<file path="src/hdl/adcl_ram.sv">
// ----------------------------------------------------------------------------
// Generic simple dual-port RAM
// One write port and one read port, read data registered.
// ----------------------------------------------------------------------------
module adcl_ram #(
    parameter int WIDTH = 8,
    parameter int DEPTH = 16,
    localparam int ADDR_W = (DEPTH > 1) ? $clog2(DEPTH) : 1
) (
    input  logic              aclk,
    input  logic              wr_en,
    input  logic [ADDR_W-1:0] wr_addr,
    input  logic [WIDTH-1:0]  wr_data,
    input  logic              rd_en,
    input  logic [ADDR_W-1:0] rd_addr,
    output logic [WIDTH-1:0]  rd_data
);

    logic [WIDTH-1:0] mem [DEPTH];
    logic [WIDTH-1:0] rd_data_reg;

    // Write port.
    always_ff @(posedge aclk) begin
        if (wr_en) begin
            mem[wr_addr] <= wr_data;
        end
    end

    // Registered read port.
    always_ff @(posedge aclk) begin
        if (rd_en) begin
            rd_data_reg <= mem[rd_addr];
        end
    end

    assign rd_data = rd_data_reg;

endmodule

</file>
<file path="config.mk">
export PLATFORM = sky130hd
export DESIGN_NAME = adcl_ram
export DESIGN_NICKNAME = d
export VERILOG_FILES = /design/src/hdl/adcl_ram.sv
export SDC_FILE = /design/constraint.sdc
export NUM_CORES = 1
export LEC_CHECK = 0
export ABC_AREA = 0
export CAP_MARGIN = 20
export CORE_ASPECT_RATIO = 1.2
export CORE_MARGIN = 8
export CORE_UTILIZATION = 45
export DETAILED_ROUTE_END_ITERATION = 10
export DONT_BUFFER_PORTS = 1
export PLACE_DENSITY = 0.71
export RECOVER_POWER = 50
export SLEW_MARGIN = 40
export SYNTH_ARGS = -nofsm -noshare
export SYNTH_HDL_FRONTEND = slang
export SYNTH_SLANG_ARGS = --single-unit
</file>
<file path="constraint.sdc">
create_clock -name aclk -period 2.3 [get_ports aclk]
set_input_delay 0.23 -clock aclk [delete_from_list [all_inputs] [get_ports aclk]]
set_output_delay 0.23 -clock aclk [all_outputs]
set_load 0.05 [all_outputs]
</file>
==> metrics.md <==
| Metric | Value |
|---|---|
| Mapped Cells | `229` |
| Final Hold Fails | `0` |
| RSZ-0062 raised after global routing | `false` |
| First-pass GRT wire length | `15200 um` |
| Sink Count | `136` |
| P&R area growth vs syn | `17.3%` |
| Initial antenna violation count | `0` |
| RR Startpoint | `mem[2][6]` |
| Core area | `0.0115 mm2` |
| Total CTS buffers | `17` |
| Leakage | `0.00198 uW` |
| Slew Viols, Final | `0` |
| Final setup viols | `0` |
| Post-CTS sizing | `0` |
| Reg2reg setup slack | `between 0.7 and 0.8 ns` |
| CTS max path bufs | `2` |
| Max-Cap Viols | `0` |
| Largest net degree at the start of global routing | `33` |
| Hold buffer count at cts | `9` |
| Routed vias/inst | `5.65` |
| Share of post-route cells with drive strength above 1 | `a little under a fifth` |
| Pint | `4700 uW` |
| Syn Area/Cell | `22.8 um2` |
| Cell variety after synth | `18` |
| Vias | `roughly 2500` |
| Post-synth top area share | `78.1%` |
| Arr. time, crit path | `between 1.5 and 2 ns` |
| WL final | `10100 um` |
| Reg power frac | `48.5%` |
| Placed insts | `a little under 400` |
| GPL Wtd Cong | `0.751` |
| Worst VDD drop | `between 600 and 700 uV` |
| Largest area contributor in the netlist | `edfxtp_1` |
| Iter 0 DRT Violations | `157` |
| Power per Cell Area | `959 mW/mm2` |
| CP max FO | `1` |
| Post-synthesis cell area | `0.00523 mm2` |
| DRT Pass-1 Iters | `4` |
| Syn Nets | `248` |
| Placed wire-length estimate | `6140 um` |
| Synthesized flop and latch total | `around 140` |
| Critical path required time | `2.44 ns` |
| Buffer count from post-CTS setup fixing | `0` |
| CTS root buffer | `clkbuf_16` |
| Die Wd | `114 um` |
| Startpoint types | `flop` |
| Crit path from | `mem[2][6]` |
| Final antenna-violating net count | `0` |
| # rows | `43` |
| All-layer global routing usage | `14.0%` |
| Measured slew at the worst slew-check pin | `0.677 ns` |
| Final Non-Filler Cells | `435` |
| Average wire per standard cell | `23.2 um` |
| Crit path to | `rd_data[6]` |
| Port bufs | `0` |
| Min cycle time layout | `around 1.5 ns` |
| Die H | `134 um` |
| Status | `complete, no violations` |
| Hold crit path type | `input pin to flop` |
| Setup crit end kind | `flop` |
| DRC viols | `0` |
| Synth top area cells | `edfxtp_1 (78%), mux4_2 (7.8%), mux4_1 (7.0%), a22oi_1 (2.3%), nor2_1 (0.93%)` |
| Proportion of power drawn by the clock network | `48.2%` |
| Pre-CTS setup slack | `0.718 ns` |
| Final core utilization | `53.5%` |
| Switch share | `20.0%` |
| Slew headroom | `54.7%` |
| Ant. Diodes | `0` |
| Clock Skew | `about 0.0065 ns` |
| FF-to-FF End | `rd_data[6]` |
| CTS tree | `built` |
| Kind of critical path | `flop to flop` |
| Setup ws final | `0.768 ns` |
| Reg2Reg Depth | `3` |
| H-tree depth | `4` |
| Register area share after synthesis | `78.1%` |
| Max reg flops | `128` |
| Worst-path clk slew | `around 0.060 ns` |
| Starting Density | `45.6%` |
| Yosys warns | `0` |
| Sw power | `1180 uW` |
| Full die area | `between 0.015 and 0.02 mm2` |
| Worst-Skew Late Latency | `0.41 ns` |
| Tcrit/Tclk final | `roughly two thirds` |
| Remaining global-route overflow | `0` |
| Ports | `27` |
| Combinational power share | `under 10%` |
| Achievable clock frequency | `653 MHz` |
| Setup TNS | `0 ns` |
| Final nets | `284` |
| Vias in the first global route | `2607` |
## per-stage QoR
step                      hold slack [ns]  power, uW  instance area, um2
after floorplan                     0.329       3040                5230
after global placement              0.330       3050                5470
after detailed placement            0.330       3060                5470
after CTS                           0.163       5920                6190
after global routing                0.197       6030                6130
final                               0.197       5880                6130
## final cells by class
class	instances	area (um2)
multi-input combinational	83	1060
clock buffer	17	425
timing repair buffer	27	169
fill	852	5330
clock inverter	15	201
sequential	136	4080
tap	157	196
## per-layer routing
metal	wire, um	vias up	track usage [%]
met5	0	-	0
met4	114	0	5.41
met3	799	10	6.16
met2	4960	111	21.0
met1	4200	1272	17.3
li1	-	1065	-
## cell usage in the layout (no fill, tap or decap)
| cell type | instances |
|---|---|
| or3b_2 | 1 |
| nor2_1 | 13 |
| nand2_1 | 9 |
| mux4_1 | 14 |
| inv_6 | 2 |
| bufinv_16 | 4 |
| edfxtp_1 | 136 |
| dlygate4sd3_1 | 9 |
| nand2b_1 | 2 |
| clkbuf_1 | 15 |
| clkinv_1 | 1 |
| buf_4 | 3 |
| clkinv_4 | 4 |
| nor2b_1 | 1 |
| clkinvlp_4 | 2 |
| nand3_1 | 1 |
| and2b_1 | 1 |
| clkbuf_16 | 17 |
| mux4_2 | 18 |
| and2_1 | 1 |
| a22oi_1 | 16 |
| nand3b_1 | 2 |
| clkinv_2 | 2 |
| nor3_1 | 4 |
## logic make-up after synthesis
| family | share of synthesized area, % |
|---|---|
| AOI/OAI and AO/OA | 2.30 |
| buffers and inverters | 1.65 |
| DFF | 78.1 |
| muxes | 14.8 |
| and+or+nand+nor | 3.14 |
## power groups by stage
stage / registers [uW] / logic, uW / clock network, uW
floorplan: 2900 / 141 / 0
global placement: 2900 / 149 / 0
detailed placement: 2910 / 151 / 0
CTS: 2850 / 198 / 2870
global route: 2860 / 209 / 2960
finish: 2850 / 193 / 2830
## synth_stat cells
master	number
nand3b_1	2
nand3_1	1
or3b_2	1
nor3_1	4
mux4_2	18
nand2b_1	2
buf_2	3
mux4_1	14
buf_6	3
a22oi_1	16
and2_1	1
clkdlybuf4s25_2	3
and2b_1	1
edfxtp_1	136
nor2_1	13
nor2b_1	1
nand2_1	9
buf_4	1
## worst max-delay path: stages, from the launching register on
cell and delay [ns]:
edfxtp_1 0.38, mux4_2 0.47, a22oi_1 0.27, nand2_1 0.14
## how the worst min path moves through the flow
| stage | startpoint | to | cells after the start |
|---|---|---|---|
| global route | rd_addr[1] | rd_data[3] | 3 |
| CTS | wr_addr[0] | mem[4][6] | 2 |
| floorplan | wr_data[0] | mem[0][0] | 0 |
| finish | wr_addr[0] | mem[4][7] | 2 |
| global placement | wr_data[2] | mem[9][2] | 0 |
| detailed placement | wr_data[3] | mem[8][3] | 0 |
(Power assumes the default switching activity.)
