### config.mk
export PLATFORM = sky130hd
export DESIGN_NAME = adcl_datapath
export DESIGN_NICKNAME = d
export VERILOG_FILES = /design/src/hdl/adcl_pkg.sv /design/src/hdl/adcl_datapath.sv
export SDC_FILE = /design/constraint.sdc
export NUM_CORES = 1
export LEC_CHECK = 0
export ABC_AREA = 1
export BUFFER_PORTS_ARGS = -buffer_cell sky130_fd_sc_hd__buf_2
export CAP_MARGIN = 20
export CELL_PAD_IN_SITES_DETAIL_PLACEMENT = 1
export CELL_PAD_IN_SITES_GLOBAL_PLACEMENT = 1
export CORE_MARGIN = 1
export CORE_UTILIZATION = 50
export DETAILED_ROUTE_END_ITERATION = 16
export GPL_TIMING_DRIVEN = 0
export HOLD_SLACK_MARGIN = 0.15
export PLACE_DENSITY = 0.94
export SYNTH_ARGS = -nofsm -noshare
export SYNTH_HDL_FRONTEND = slang
export SYNTH_SLANG_ARGS = --single-unit
### constraint.sdc
create_clock -name aclk -period 17.3 [get_ports aclk]
set_clock_uncertainty 0.2 [all_clocks]
set_input_delay 3.46 -clock aclk [delete_from_list [all_inputs] [get_ports aclk]]
set_output_delay 3.46 -clock aclk [all_outputs]
set_load 0.02 [all_outputs]
### src/hdl/adcl_pkg.sv
// ----------------------------------------------------------------------------
// Airtime duty-cycle limiter package
// Shared widths, request and register codes, window constants and the
// control bundle that the sequencer hands to the datapath.
// ----------------------------------------------------------------------------
package adcl_pkg;

    // Field widths.
    localparam int TIME_W = 48;
    localparam int DUR_W  = 22;
    localparam int CPCT_W = 14;
    localparam int ENTRY_W = TIME_W + DUR_W;

    // Window sums stay below 128 entries times one hour in milliseconds.
    localparam int SUM_W = 29;

    // Reciprocal multiplier operand and product widths.
    localparam int MUL_W  = 20;
    localparam int PROD_W = 2 * MUL_W;

    // Request codes.
    localparam logic REQ_RECORD = 1'b0;
    localparam logic REQ_QUERY  = 1'b1;

    // Configuration register indexes.
    localparam int  CFG_ADDR_W = 1;
    localparam logic [CFG_ADDR_W-1:0] CFG_SHORT_LIMIT = 1'b0;
    localparam logic [CFG_ADDR_W-1:0] CFG_LONG_LIMIT  = 1'b1;

    // Durations saturate at one hour.
    localparam logic [DUR_W-1:0] MAX_DUR_MS = 22'd3600000;

    // Window lengths in microseconds, used for the cutoff times.
    localparam logic [TIME_W-1:0] SHORT_WIN_US = 48'd60000000;
    localparam logic [TIME_W-1:0] LONG_WIN_US  = 48'd3600000000;

    // Window lengths in milliseconds: a sum at or above these caps at full scale.
    localparam logic [SUM_W-1:0] SHORT_WIN_MS = 29'd60000;
    localparam logic [SUM_W-1:0] LONG_WIN_MS  = 29'd3600000;
    localparam logic [CPCT_W-1:0] FULL_CPCT   = 14'd10000;

    // Short: sum * 10000 / 60000 = sum / 6, via (sum * 43691) >> 18.
    // Long: sum * 10000 / 3600000 = (sum >> 3) / 45, via (y * 745655) >> 25.
    localparam logic [MUL_W-1:0] SHORT_RECIP = 20'd43691;
    localparam logic [MUL_W-1:0] LONG_RECIP  = 20'd745655;
    localparam int SHORT_SHIFT = 18;
    localparam int LONG_SHIFT  = 25;

    // Sequencer states.
    typedef enum logic [4:0] {
        ST_IDLE  = 5'b00001,
        ST_WALK  = 5'b00010,
        ST_MUL_S = 5'b00100,
        ST_MUL_L = 5'b01000,
        ST_FIN   = 5'b10000
    } adcl_state_t;

    // Control bundle from the sequencer to the datapath.
    typedef struct packed {
        logic start;      // query beat accepted: load cutoffs, clear sums
        logic entry_vld;  // ring read data is valid this cycle
        logic mul_short;  // run the multiplier on the short-window sum
        logic mul_long;   // run the multiplier on the long-window sum
    } adcl_ctl_t;

endpackage

### src/hdl/adcl_datapath.sv
// ----------------------------------------------------------------------------
// Duty-cycle limiter datapath
// Window cutoffs, the two running sums of the ring walk and one shared
// reciprocal multiplier that turns both sums into hundredths of a percent.
// ----------------------------------------------------------------------------
module adcl_datapath (
    input  logic                          aclk,
    input  logic                          aresetn,
    input  adcl_pkg::adcl_ctl_t           ctl,
    input  logic [adcl_pkg::TIME_W-1:0]   now_us,
    input  logic [adcl_pkg::TIME_W-1:0]   ent_time,
    input  logic [adcl_pkg::DUR_W-1:0]    ent_dur,
    output logic                          long_act,
    output logic [adcl_pkg::CPCT_W-1:0]   short_cpct,
    output logic [adcl_pkg::CPCT_W-1:0]   long_cpct
);

    import adcl_pkg::*;

    logic [TIME_W-1:0] short_cut_reg;
    logic [TIME_W-1:0] long_cut_reg;
    logic              short_act_reg;
    logic              long_act_reg;
    logic [SUM_W-1:0]  short_sum_reg;
    logic [SUM_W-1:0]  long_sum_reg;
    logic [PROD_W-1:0] prod_reg;
    logic [CPCT_W-1:0] short_cpct_reg;
    logic [TIME_W-1:0] short_cut;
    logic [TIME_W-1:0] long_cut;
    logic [SUM_W-1:0]  dur_ext;
    logic [MUL_W-1:0]  mul_a;
    logic [MUL_W-1:0]  mul_b;

    // Cutoff times clamp at zero early after start.
    assign short_cut = (now_us < SHORT_WIN_US) ? '0 : now_us - SHORT_WIN_US;
    assign long_cut  = (now_us < LONG_WIN_US)  ? '0 : now_us - LONG_WIN_US;
    assign dur_ext   = SUM_W'(ent_dur);

    always_ff @(posedge aclk) begin
        if (ctl.start) begin
            short_cut_reg <= short_cut;
            long_cut_reg  <= long_cut;
        end
    end

    // Window flags: a window closes at its first entry older than its cutoff.
    always_ff @(posedge aclk) begin
        if (!aresetn) begin
            short_act_reg <= 1'b0;
            long_act_reg  <= 1'b0;
        end else if (ctl.start) begin
            short_act_reg <= 1'b1;
            long_act_reg  <= 1'b1;
        end else if (ctl.entry_vld) begin
            if (ent_time < short_cut_reg) begin
                short_act_reg <= 1'b0;
            end
            if (ent_time < long_cut_reg) begin
                long_act_reg <= 1'b0;
            end
        end
    end

    // Running sums over the open windows.
    always_ff @(posedge aclk) begin
        if (ctl.start) begin
            short_sum_reg <= '0;
            long_sum_reg  <= '0;
        end else if (ctl.entry_vld) begin
            if (short_act_reg && (ent_time >= short_cut_reg)) begin
                short_sum_reg <= short_sum_reg + dur_ext;
            end
            if (long_act_reg && (ent_time >= long_cut_reg)) begin
                long_sum_reg <= long_sum_reg + dur_ext;
            end
        end
    end

    // Shared multiplier: short sum first, long sum (pre-divided by 8) next.
    assign mul_a = ctl.mul_long ? MUL_W'(long_sum_reg[DUR_W-1:3])
                                : MUL_W'(short_sum_reg[15:0]);
    assign mul_b = ctl.mul_long ? LONG_RECIP : SHORT_RECIP;

    always_ff @(posedge aclk) begin
        if (ctl.mul_short || ctl.mul_long) begin
            prod_reg <= mul_a * mul_b;
        end
    end

    // Short result is captured while the long product is formed.
    always_ff @(posedge aclk) begin
        if (ctl.mul_long) begin
            short_cpct_reg <= (short_sum_reg >= SHORT_WIN_MS) ? FULL_CPCT
                                : prod_reg[SHORT_SHIFT +: CPCT_W];
        end
    end

    assign long_act   = long_act_reg;
    assign short_cpct = short_cpct_reg;
    assign long_cpct  = (long_sum_reg >= LONG_WIN_MS) ? FULL_CPCT
                            : prod_reg[LONG_SHIFT +: CPCT_W];

endmodule

==> impl_results.md <==
* Status: finished, final reports clean
* Clock Latency Late Sink at 530 ps
* Post-Synth Adder-Cell Area at 0.314
* Yosys Warn Count at 0
* Flop-to-flop setup slack at 9870 ps
* DIE WIDTH at 225 um
* Fill cell count at 6490
* Design area at 0.0272 sq mm
* Synth top area cells: ha_1 (17%), edfxtp_1 (16%), fa_1 (14%)
* Cell taking the most area after synthesis: ha_1
* NetSw at 0.000877 W
* #FFs+latches synth at 191
* Worst path bufs/invs at 10
* MaxCap Viol Count at 0
* Via count at 25900
* Gr usage total at 0.447
* Fmax at 84.9 MHz
* Antenna Nets Post-Route at 0
* Die area at 0.0508 sq mm
* Clock transition at the registers of the reported paths at 90 ps
* Synth top area share at 0.172
* Pin count of the biggest net entering global routing at 77
* Synth cell types at 53
* Synthesized area per cell at 7.20 sq um
* Area Growth Syn to Fin at 8.93%
* Layout cell share with drive strength beyond 1 at 0.0745
* Slew HR at 0.214
* Register area at 0.00513 sq mm
* Vias in the first global route at 28400
* Synthesized cell area at 0.0250 sq mm
* Leak pwr at 15.0 nW
* Power density cells at 71.3 mW/mm^2
* Compound-gate portion of the synthesized area at 0.0702
* Max stage delay on crit path at 810 ps
* Tcrit/Tclk final at 0.681
* Htree depth at 4
* Detailed placement HPWL at 82400 um
* Die height at 225 um
* Root buf cell: clkbuf_16
* Post-placement cell area at 0.0266 sq mm
* DR WL/cell at 25.6 um
* TritonCTS clock tree: built
* RSZ-0062 raised after global routing: no
* Post-CTS Setup Inserts at 0
* Min cycle time layout at 11770 ps
* Core Rows at 81
* Int Power at 0.00106 W
* Prevailing post-synth register cell: edfxtp_1
* EDFF count, synth at 131
* Mapped Cells at 3464
* Sw frac at 0.453
* Post-CTS Hold Buffers at 0
* CORE AREA at 0.0491 sq mm
* Sink Count at 191
* Cell family with the largest share of critical-path delay: adder cells
* Crit path DAT at 11860 ps
* Crit-path most repeated cell: nand2_1
* Post-CTS sizing at 0
* Worst setup EP type: register
* Total CTS buffers at 17
* Final setup TNS at 0 ps
* Simple-gate share of the synthesized area at 0.248
* First drt pass iteration count at 6
* DRC at 0
* Worst hold-check path type: reg -> reg
* I/O pin cnt at 153
* Most numerous cell in the Yosys netlist: inv_1
* Final hold vios at 0
* Slowest stage cell, crit path: fa_1
* VDD IR max at 0.0798 mV
* First-pass GRT wire length at 166000 um
* Xor-xnor portion of the synthesized cell area at 0.0267
* Final setup viols at 0
* Clock Path Buffers at 2
* Mux contribution to synthesized area at 0
* Slew Viols, Final at 0
* Clock power share at 0.224
* Initial antenna violation count at 13
* Worst slew pin tran at 1170 ps
* Largest family of logic cells by synthesized area: adder cells
* Critical path class: in -> reg
* Sequential area share after synthesis at 0.206
* Comb power frac at 0.475
* Final wirelength at 111000 um
* Critical Path Source Type: input port
* Critical path peak fanout at 15
* Overall Power at 0.00194 W
* Seq pwr share at 0.301
* Post-synth ARST share at 0
* Synth cell count leaders: inv_1 (797), nand2_1 (779), nor2_1 (392), ha_1 (343), a21oi_1 (187)
* Multi-input gate area at 0.0165 sq mm
* Nets at 4282
* PortBufs at 145
* Critical Path RT at 17390 ps
* Initial Utilization at 0.509
* GRT Residual Overflow at 0
* Vias per cell at 6.00
* Initial drt markers at 2685
* Routability Congestion at 0.964
## through the flow
step                      setup slack, ps  cells   util  hold WS, ps
after floorplan                      7900   3469      -          236
after global placement               6430   4278  0.541          247
after detailed placement             6030   4279  0.542          276
after CTS                            6310   4310  0.553          285
after global routing                 5410   4319  0.554          300
final                                5530   4319  0.554          286
## area by class of cell
cell class                      count  share of cell area
Multi-Input combinational cell   2413               0.606
Sequential cell                   191               0.189
Inverter                          807               0.112
Tap cell                          664              0.0306
Timing Repair Buffer              150              0.0289
Clock buffer                       18              0.0158
Buffer                             58              0.0121
Clock inverter                     13             0.00557
Antenna cell                        5            0.000460
## power groups by stage
stage	clock [W]	sequential [W]	combinational, W
4_1_cts	0.000435	0.000582	0.000872
2_1_floorplan	0	0.000588	0.000510
3_3_place_gp	0	0.000583	0.000739
5_1_grt	0.000449	0.000585	0.000980
3_5_place_dp	0	0.000590	0.000825
6_report	0.000434	0.000583	0.000920
## worst reg2reg max path: stages, from the launching register on
cell and delay [ps]:
dfxtp_1 520, nand2_1 240, o21ai_0 310, clkbuf_2 310, ha_1 290, inv_1 100, fa_1 450, inv_1 460
fa_1 740, fa_1 610, fa_1 570, inv_1 80, fa_1 570, inv_1 60, ha_1 380, a21oi_1 250
o21ai_0 180, a21oi_1 280, nor2_1 100, a211oi_1 260, nand2_1 110, nand2_1 70, nand2_1 40
## kinds of logic after synthesis
family	count (synthesis)
flops	191
buf+inv	865
compound gates	318
fa+ha+maj	520
simple gates	1492
xor+xnor	76
other cells	2
## cells in the final DEF, fill, tap and decap left out, types with 35 or more instances in the layout
cell,Yosys,routed
nand4_1,44,44
a21oi_1,187,187
edfxtp_1,131,131
dfxtp_1,60,60
ha_1,343,343
fa_1,177,177
nor2_1,392,392
buf_2,11,156
nor3_1,35,35
nand3_1,175,175
inv_1,797,797
xor2_1,46,46
nand2_1,779,779
o21ai_0,75,75
## layer usage
| metal | wire [um] | track usage |
|---|---|---|
| met5 | 291 | 0.0459 |
| met4 | 11500 | 0.414 |
| met3 | 11200 | 0.161 |
| met2 | 50100 | 0.711 |
| met1 | 37600 | 0.456 |
## worst paths after layout
path	startpoint	end	cells past startpoint
min reg2reg	short_act_reg$_SDFFE_PN0P_	short_act_reg$_SDFFE_PN0P_	2
min	short_act_reg$_SDFFE_PN0P_	short_act_reg$_SDFFE_PN0P_	2
max	ctl[0]	prod_reg[35]$_DFFE_PP_	29
max reg2reg	long_sum_reg[16]$_SDFFE_PP0P_	prod_reg[34]$_DFFE_PP_	22
(Power assumes the default switching activity.)
