**config.mk**
```make
export PLATFORM = sky130hd
export DESIGN_NAME = adcl_seq
export DESIGN_NICKNAME = d
export VERILOG_FILES = /design/src/hdl/adcl_pkg.sv /design/src/hdl/adcl_seq.sv
export SDC_FILE = /design/constraint.sdc
export NUM_CORES = 1
export LEC_CHECK = 0
export BUFFER_PORTS_ARGS = -buffer_cell sky130_fd_sc_hd__clkbuf_2
export CAP_MARGIN = 20
export CORE_AREA = 2 2 59 72
export CTS_CLUSTER_SIZE = 10
export DETAILED_ROUTE_END_ITERATION = 10
export DIE_AREA = 0 0 61 74
export GPL_TIMING_DRIVEN = 0
export PLACE_DENSITY = 0.7
export SYNTH_ARGS = -nofsm -noshare
export SYNTH_HDL_FRONTEND = slang
export SYNTH_SLANG_ARGS = --single-unit
export TNS_END_PERCENT = 20
```
**constraint.sdc**
```tcl
create_clock -name aclk -period 2.8 [get_ports aclk]
set_input_delay 0.28 -clock aclk [delete_from_list [all_inputs] [get_ports aclk]]
set_output_delay 0.28 -clock aclk [all_outputs]
set_load 0.02 [all_outputs]
```
**src/hdl/adcl_pkg.sv**
```systemverilog
// ----------------------------------------------------------------------------
// Airtime duty-cycle limiter package
// Shared widths, request and register codes, window constants and the
// control bundle that the sequencer hands to the datapath.
// ----------------------------------------------------------------------------
package adcl_pkg;

    // Field widths.
    localparam int TIME_W = 48;
    localparam int DUR_W  = 22;
    localparam int CPCT_W = 14;
    localparam int ENTRY_W = TIME_W + DUR_W;

    // Window sums stay below 128 entries times one hour in milliseconds.
    localparam int SUM_W = 29;

    // Reciprocal multiplier operand and product widths.
    localparam int MUL_W  = 20;
    localparam int PROD_W = 2 * MUL_W;

    // Request codes.
    localparam logic REQ_RECORD = 1'b0;
    localparam logic REQ_QUERY  = 1'b1;

    // Configuration register indexes.
    localparam int  CFG_ADDR_W = 1;
    localparam logic [CFG_ADDR_W-1:0] CFG_SHORT_LIMIT = 1'b0;
    localparam logic [CFG_ADDR_W-1:0] CFG_LONG_LIMIT  = 1'b1;

    // Durations saturate at one hour.
    localparam logic [DUR_W-1:0] MAX_DUR_MS = 22'd3600000;

    // Window lengths in microseconds, used for the cutoff times.
    localparam logic [TIME_W-1:0] SHORT_WIN_US = 48'd60000000;
    localparam logic [TIME_W-1:0] LONG_WIN_US  = 48'd3600000000;

    // Window lengths in milliseconds: a sum at or above these caps at full scale.
    localparam logic [SUM_W-1:0] SHORT_WIN_MS = 29'd60000;
    localparam logic [SUM_W-1:0] LONG_WIN_MS  = 29'd3600000;
    localparam logic [CPCT_W-1:0] FULL_CPCT   = 14'd10000;

    // Short: sum * 10000 / 60000 = sum / 6, via (sum * 43691) >> 18.
    // Long: sum * 10000 / 3600000 = (sum >> 3) / 45, via (y * 745655) >> 25.
    localparam logic [MUL_W-1:0] SHORT_RECIP = 20'd43691;
    localparam logic [MUL_W-1:0] LONG_RECIP  = 20'd745655;
    localparam int SHORT_SHIFT = 18;
    localparam int LONG_SHIFT  = 25;

    // Sequencer states.
    typedef enum logic [4:0] {
        ST_IDLE  = 5'b00001,
        ST_WALK  = 5'b00010,
        ST_MUL_S = 5'b00100,
        ST_MUL_L = 5'b01000,
        ST_FIN   = 5'b10000
    } adcl_state_t;

    // Control bundle from the sequencer to the datapath.
    typedef struct packed {
        logic start;      // query beat accepted: load cutoffs, clear sums
        logic entry_vld;  // ring read data is valid this cycle
        logic mul_short;  // run the multiplier on the short-window sum
        logic mul_long;   // run the multiplier on the long-window sum
    } adcl_ctl_t;

endpackage

```
**src/hdl/adcl_seq.sv**
```systemverilog
// ----------------------------------------------------------------------------
// Duty-cycle limiter sequencer
// Owns the ring head and fill count, issues the newest-to-oldest ring walk
// and steps the datapath through the walk, both divisions and the result.
// ----------------------------------------------------------------------------
module adcl_seq #(
    parameter int SLOTS = 64,
    localparam int IDX_W = (SLOTS > 1) ? $clog2(SLOTS) : 1,
    localparam int CNT_W = $clog2(SLOTS + 1)
) (
    input  logic                 aclk,
    input  logic                 aresetn,
    input  logic                 s_valid,
    input  logic                 s_req_type,
    output logic                 s_ready,
    input  logic                 out_free,
    input  logic                 long_act,
    output adcl_pkg::adcl_ctl_t  ctl,
    output logic                 wr_en,
    output logic [IDX_W-1:0]     wr_addr,
    output logic                 rd_en,
    output logic [IDX_W-1:0]     rd_addr,
    output logic                 out_load
);

    import adcl_pkg::*;

    localparam logic [IDX_W-1:0] LAST_IDX = IDX_W'(SLOTS - 1);
    localparam logic [CNT_W-1:0] FULL_CNT = CNT_W'(SLOTS);

    adcl_state_t      state_reg, state_next;
    logic [IDX_W-1:0] head_reg, head_next;
    logic [CNT_W-1:0] count_reg, count_next;
    logic [IDX_W-1:0] addr_reg, addr_next;
    logic [CNT_W-1:0] left_reg, left_next;
    logic             pend_reg, pend_next;
    logic             accept;
    logic             issue;
    logic [IDX_W-1:0] head_prev;
    logic [IDX_W-1:0] addr_prev;

    assign accept    = s_valid && s_ready;
    assign head_prev = (head_reg == '0) ? LAST_IDX : head_reg - 1'b1;
    assign addr_prev = (addr_reg == '0) ? LAST_IDX : addr_reg - 1'b1;

    // A new ring read goes out while entries remain and the long window is open.
    assign issue = (state_reg == ST_WALK) && (left_reg != '0) && long_act;

    assign s_ready = (state_reg == ST_IDLE);
    assign wr_en   = accept && (s_req_type == REQ_RECORD);
    assign wr_addr = head_reg;
    assign rd_en   = issue;
    assign rd_addr = addr_reg;

    assign ctl.start     = accept && (s_req_type == REQ_QUERY);
    assign ctl.entry_vld = pend_reg;
    assign ctl.mul_short = (state_reg == ST_MUL_S);
    assign ctl.mul_long  = (state_reg == ST_MUL_L);
    assign out_load      = (state_reg == ST_FIN) && out_free;

    // Next-state and bookkeeping logic.
    always_comb begin
        state_next = state_reg;
        head_next  = head_reg;
        count_next = count_reg;
        addr_next  = addr_reg;
        left_next  = left_reg;
        pend_next  = issue;
        case (state_reg)
            ST_IDLE: begin
                if (accept) begin
                    if (s_req_type == REQ_RECORD) begin
                        head_next = (head_reg == LAST_IDX) ? '0 : head_reg + 1'b1;
                        if (count_reg != FULL_CNT) begin
                            count_next = count_reg + 1'b1;
                        end
                    end else begin
                        addr_next  = head_prev;
                        left_next  = count_reg;
                        state_next = ST_WALK;
                    end
                end
            end
            ST_WALK: begin
                if (issue) begin
                    addr_next = addr_prev;
                    left_next = left_reg - 1'b1;
                end
                // Done once nothing is in flight and nothing more is issued.
                if (!pend_reg && !issue) begin
                    state_next = ST_MUL_S;
                end
            end
            ST_MUL_S: begin
                state_next = ST_MUL_L;
            end
            ST_MUL_L: begin
                state_next = ST_FIN;
            end
            ST_FIN: begin
                if (out_free) begin
                    state_next = ST_IDLE;
                end
            end
            default: begin
                state_next = ST_IDLE;
            end
        endcase
    end

    // State registers.
    always_ff @(posedge aclk) begin
        if (!aresetn) begin
            state_reg <= ST_IDLE;
            head_reg  <= '0;
            count_reg <= '0;
            pend_reg  <= 1'b0;
        end else begin
            state_reg <= state_next;
            head_reg  <= head_next;
            count_reg <= count_next;
            pend_reg  <= pend_next;
        end
    end

    // Walk address and remaining entries.
    always_ff @(posedge aclk) begin
        addr_reg <= addr_next;
        left_reg <= left_next;
    end

endmodule

```
==> flow_metrics.py <==
metrics = {
    "global_routing": {
        "gr-usage-met1_pct": 21.87,
        "antenna_found_initial": 0,
        "grt_use_met3_pct": 4.348,
        "busiest_layer": "met2",
        "overflow": 0,
        "grtUsageMet2_pct": 30.59,
        "grt_pass1_wl_um": 5996,
        "grt_max_degree": 11,
        "grt_use_total_pct": 18.19,
        "grt_pass1_vias": 1411,
    },
    "routing": {
        "avgViaCountPerCell": 5.176,
        "vias": 1501,
        "avgRoutedWirePerCell_um": 12.71,
        "initialDrtViolationCount": 13,
        "antenna_left": 0,
        "routed_wl_um": 3685,
        "drc": 0,
        "dr.pass1.iters": 4,
    },
    "worst_hold_path": {
        "hp-start": "long_act",
        "whs_endpoint": "pend_reg",
        "min_path_type": "in2reg",
        "worstHoldPathCells": 3,
    },
    "setup_path": {
        "cp_slowest_stage_delay_ns": 0.48,
        "worstRegToRegCells": 7,
        "r2r_slack_ns": 0.41,
        "critPathRequiredTime_ns": 2.52,
        "path_cells": "inv_1, ha_1, or4b_4, or3_4, nand3_2, inv_2, clkbuf_2",
        "path_buf_inv": 3,
        "startpoint_type": "flip-flop",
        "crit_family": "simple AND/OR/NAND/NOR gates",
        "cp-end-kind": "output port",
        "worstReg2RegEnd": "left_reg[6]",
        "path_class": "reg2out",
        "startpoint": "left_reg[0]",
        "slowest_stage": "or4b_4",
        "arrival_ns": 2.13,
        "critPathMaxFanout": 3,
        "r2r-start": "left_reg[0]",
    },
    "clocking": {
        "cts_resized": 0,
        "htree_levels": 2,
        "clk_pin_slew_ns": 0.07,
        "cts.hold.buffers_added": 0,
        "cts_sinks": 32,
        "numCtsBuffers": 5,
        "clockBufferDepth": 2,
        "cts_tree": "yes",
        "postCtsSetupBuffers": 0,
        "cts_root_buf": "clkbuf_8",
        "clk_latency_ns": 0.29,
    },
    "layout": {
        "mostFrequentLayoutCells": "26 x nor2_1, 24 x clkbuf_2, 19 x dfxtp_1, 18 x nand2_1, 13 x edfxtp_1",
        "fill_cells": 359,
        "stdcell_count": 290,
        "mostFrequentLayoutCell": "nor2_1",
        "area_delta_synth_final_pct": 16.36,
        "nets": 249,
        "drive_gt1_share_pct": 18.22,
        "diodes": 0,
    },
    "floorplanning": {
        "ios": 26,
        "die_x_um": 61,
        "initial_core_util_pct": 48.49,
        "core_um2": 3847,
        "die_area_um2": 4514,
        "dieHeight_um": 74,
        "rows": 25,
    },
    "power": {
        "total_power_mw": 1.514,
        "power.switching_mw": 0.5126,
        "power.density_nw_per_um2": 697.6,
        "seq_power_share_pct": 40.3,
        "internal-power_mw": 1.002,
        "power_frac_comb_pct": 30.8,
        "power_leakage_nw": 0.8471,
        "clkPwrFrac_pct": 28.8,
        "vdd_drop_max_mv": 0.4439,
        "sw_frac_of_total_pct": 33.85,
    },
    "synth": {
        "avgSynthCellArea_um2": 9.190,
        "synth_cell_types": 43,
        "yosysWarnings": 0,
        "synth_seq_cells": 32,
        "async_flop_share_pct": 0,
        "netlist_area_um2": 1866,
        "seq_area_frac_synth_pct": 41.31,
        "syn_nets": 217,
        "synthFlopType": "dfxtp_1",
        "synth_edf_count": 13,
        "synthCells": 203,
    },
    "timing": {
        "finalClockSkew_ns": 0.004795,
        "setup_viol": 0,
        "holdWs_ns": 0.2448,
        "tightest_slew_ns": 0.7511,
        "fmax_mhz": 415.4,
        "report.final.slew_viol_count": 0,
        "timing.final.crit_share_pct": 85.98,
        "grt_setup_unrepaired": "no",
        "finalHoldViolations": 0,
        "final.min_clock_period_ns": 2.407,
        "slew_headroom_pct": 49.59,
    },
    "job": {
        "cap_viol_max_count": 0,
    },
    "run_status": {
        "status": "finished clean",
    },
    "placement": {
        "io_buffers": 24,
        "dp_cells": 282,
        "dp_hpwl_um": 2733,
        "gp_congestion": 0.7567,
    },
}
-- synthesized netlist by cell type (2+ instances only) --
cell / count / share of area, %
nand3_1: 8 / 2.1
and3b_1: 2 / 0.94
nor4_1: 6 / 2.0
nand3b_1: 3 / 1.2
nand2_1: 18 / 3.6
nand2b_1: 4 / 1.3
o21ai_0: 9 / 2.4
a22oi_1: 5 / 2.0
xnor2_1: 11 / 5.2
a21oi_1: 8 / 2.1
and2_1: 2 / 0.67
edfxtp_1: 13 / 21
xor2_1: 7 / 3.3
ha_1: 8 / 5.4
a31oi_1: 5 / 1.7
nor3_1: 5 / 1.3
inv_1: 11 / 2.2
nor3b_1: 3 / 1.2
clkbuf_1: 4 / 0.80
dfxtp_1: 19 / 20
mux2i_1: 2 / 1.1
nor2_1: 26 / 5.2
buf_4: 4 / 1.6
-- kinds of logic after synthesis --
group / Yosys count / synth area share [%]
adders and majority gates: 8 / 5.366
xor gates and xnor gates: 18 / 8.451
and+or+nand+nor: 88 / 25.75
AOI/OAI and AO/OA: 34 / 13.01
buffers and inverters: 21 / 5.030
muxes: 2 / 1.073
DFF: 32 / 41.31
-- metrics by stage --
step | cell area (um2) | worst slack, ns | util [%] | setup TNS [ns]
after floorplan | 1866 | 0.4324 | - | 0
after global placement | 2053 | -0.02199 | 53.37 | -0.2836
after detailed placement | 2064 | 0.4302 | 53.66 | 0
after CTS | 2171 | 0.3863 | 56.42 | 0
after global routing | 2171 | 0.2732 | 56.42 | 0
final | 2171 | 0.3927 | 56.42 | 0
-- worst register-to-register path, cell delays in order (launching register included) --
cell	delay [ns]
edfxtp_1	0.42
inv_1	0.08
ha_1	0.17
or4b_4	0.48
or3_4	0.37
nand3_2	0.11
o21ai_1	0.27
buf_6	0.25
-- worst max-delay path by stage --
stage                     slack (ns)  cells past startpoint     endpoint
after floorplan                 0.43                      6  left_reg[0]
after global placement         -0.02                      3   rd_addr[4]
after detailed placement        0.43                      6  left_reg[0]
after CTS                       0.39                      7        rd_en
after global routing            0.27                      6  left_reg[6]
final                           0.39                      7        rd_en
-- power groups by stage --
stage	Combinational [mW]	Clock (mW)	Sequential [mW]
finish	0.467	0.437	0.611
floorplan	0.344	0	0.622
detailed placement	0.469	0	0.621
CTS	0.471	0.443	0.611
global route	0.519	0.452	0.618
global placement	0.449	0	0.623
-- area by class of cell --
cell class                 count  area (um2)  area share (%)
buffer                         8       45.04           2.075
clock buffer                   5       68.82           3.170
clock inverter                 3       37.54           1.729
inverter                      13       48.80           2.248
multi-input combinational    150        1001           46.11
sequential                    32       770.7           35.50
tap                           54       67.56           3.112
timing repair buffer          25       131.4           6.052
-- layer usage --
metal  up-vias  wire [um]
met5         -          0
met3         6        143
met2        28       1825
met4         0         73
met1       688       1642
li1        779          -
(Power assumes the default switching activity.)
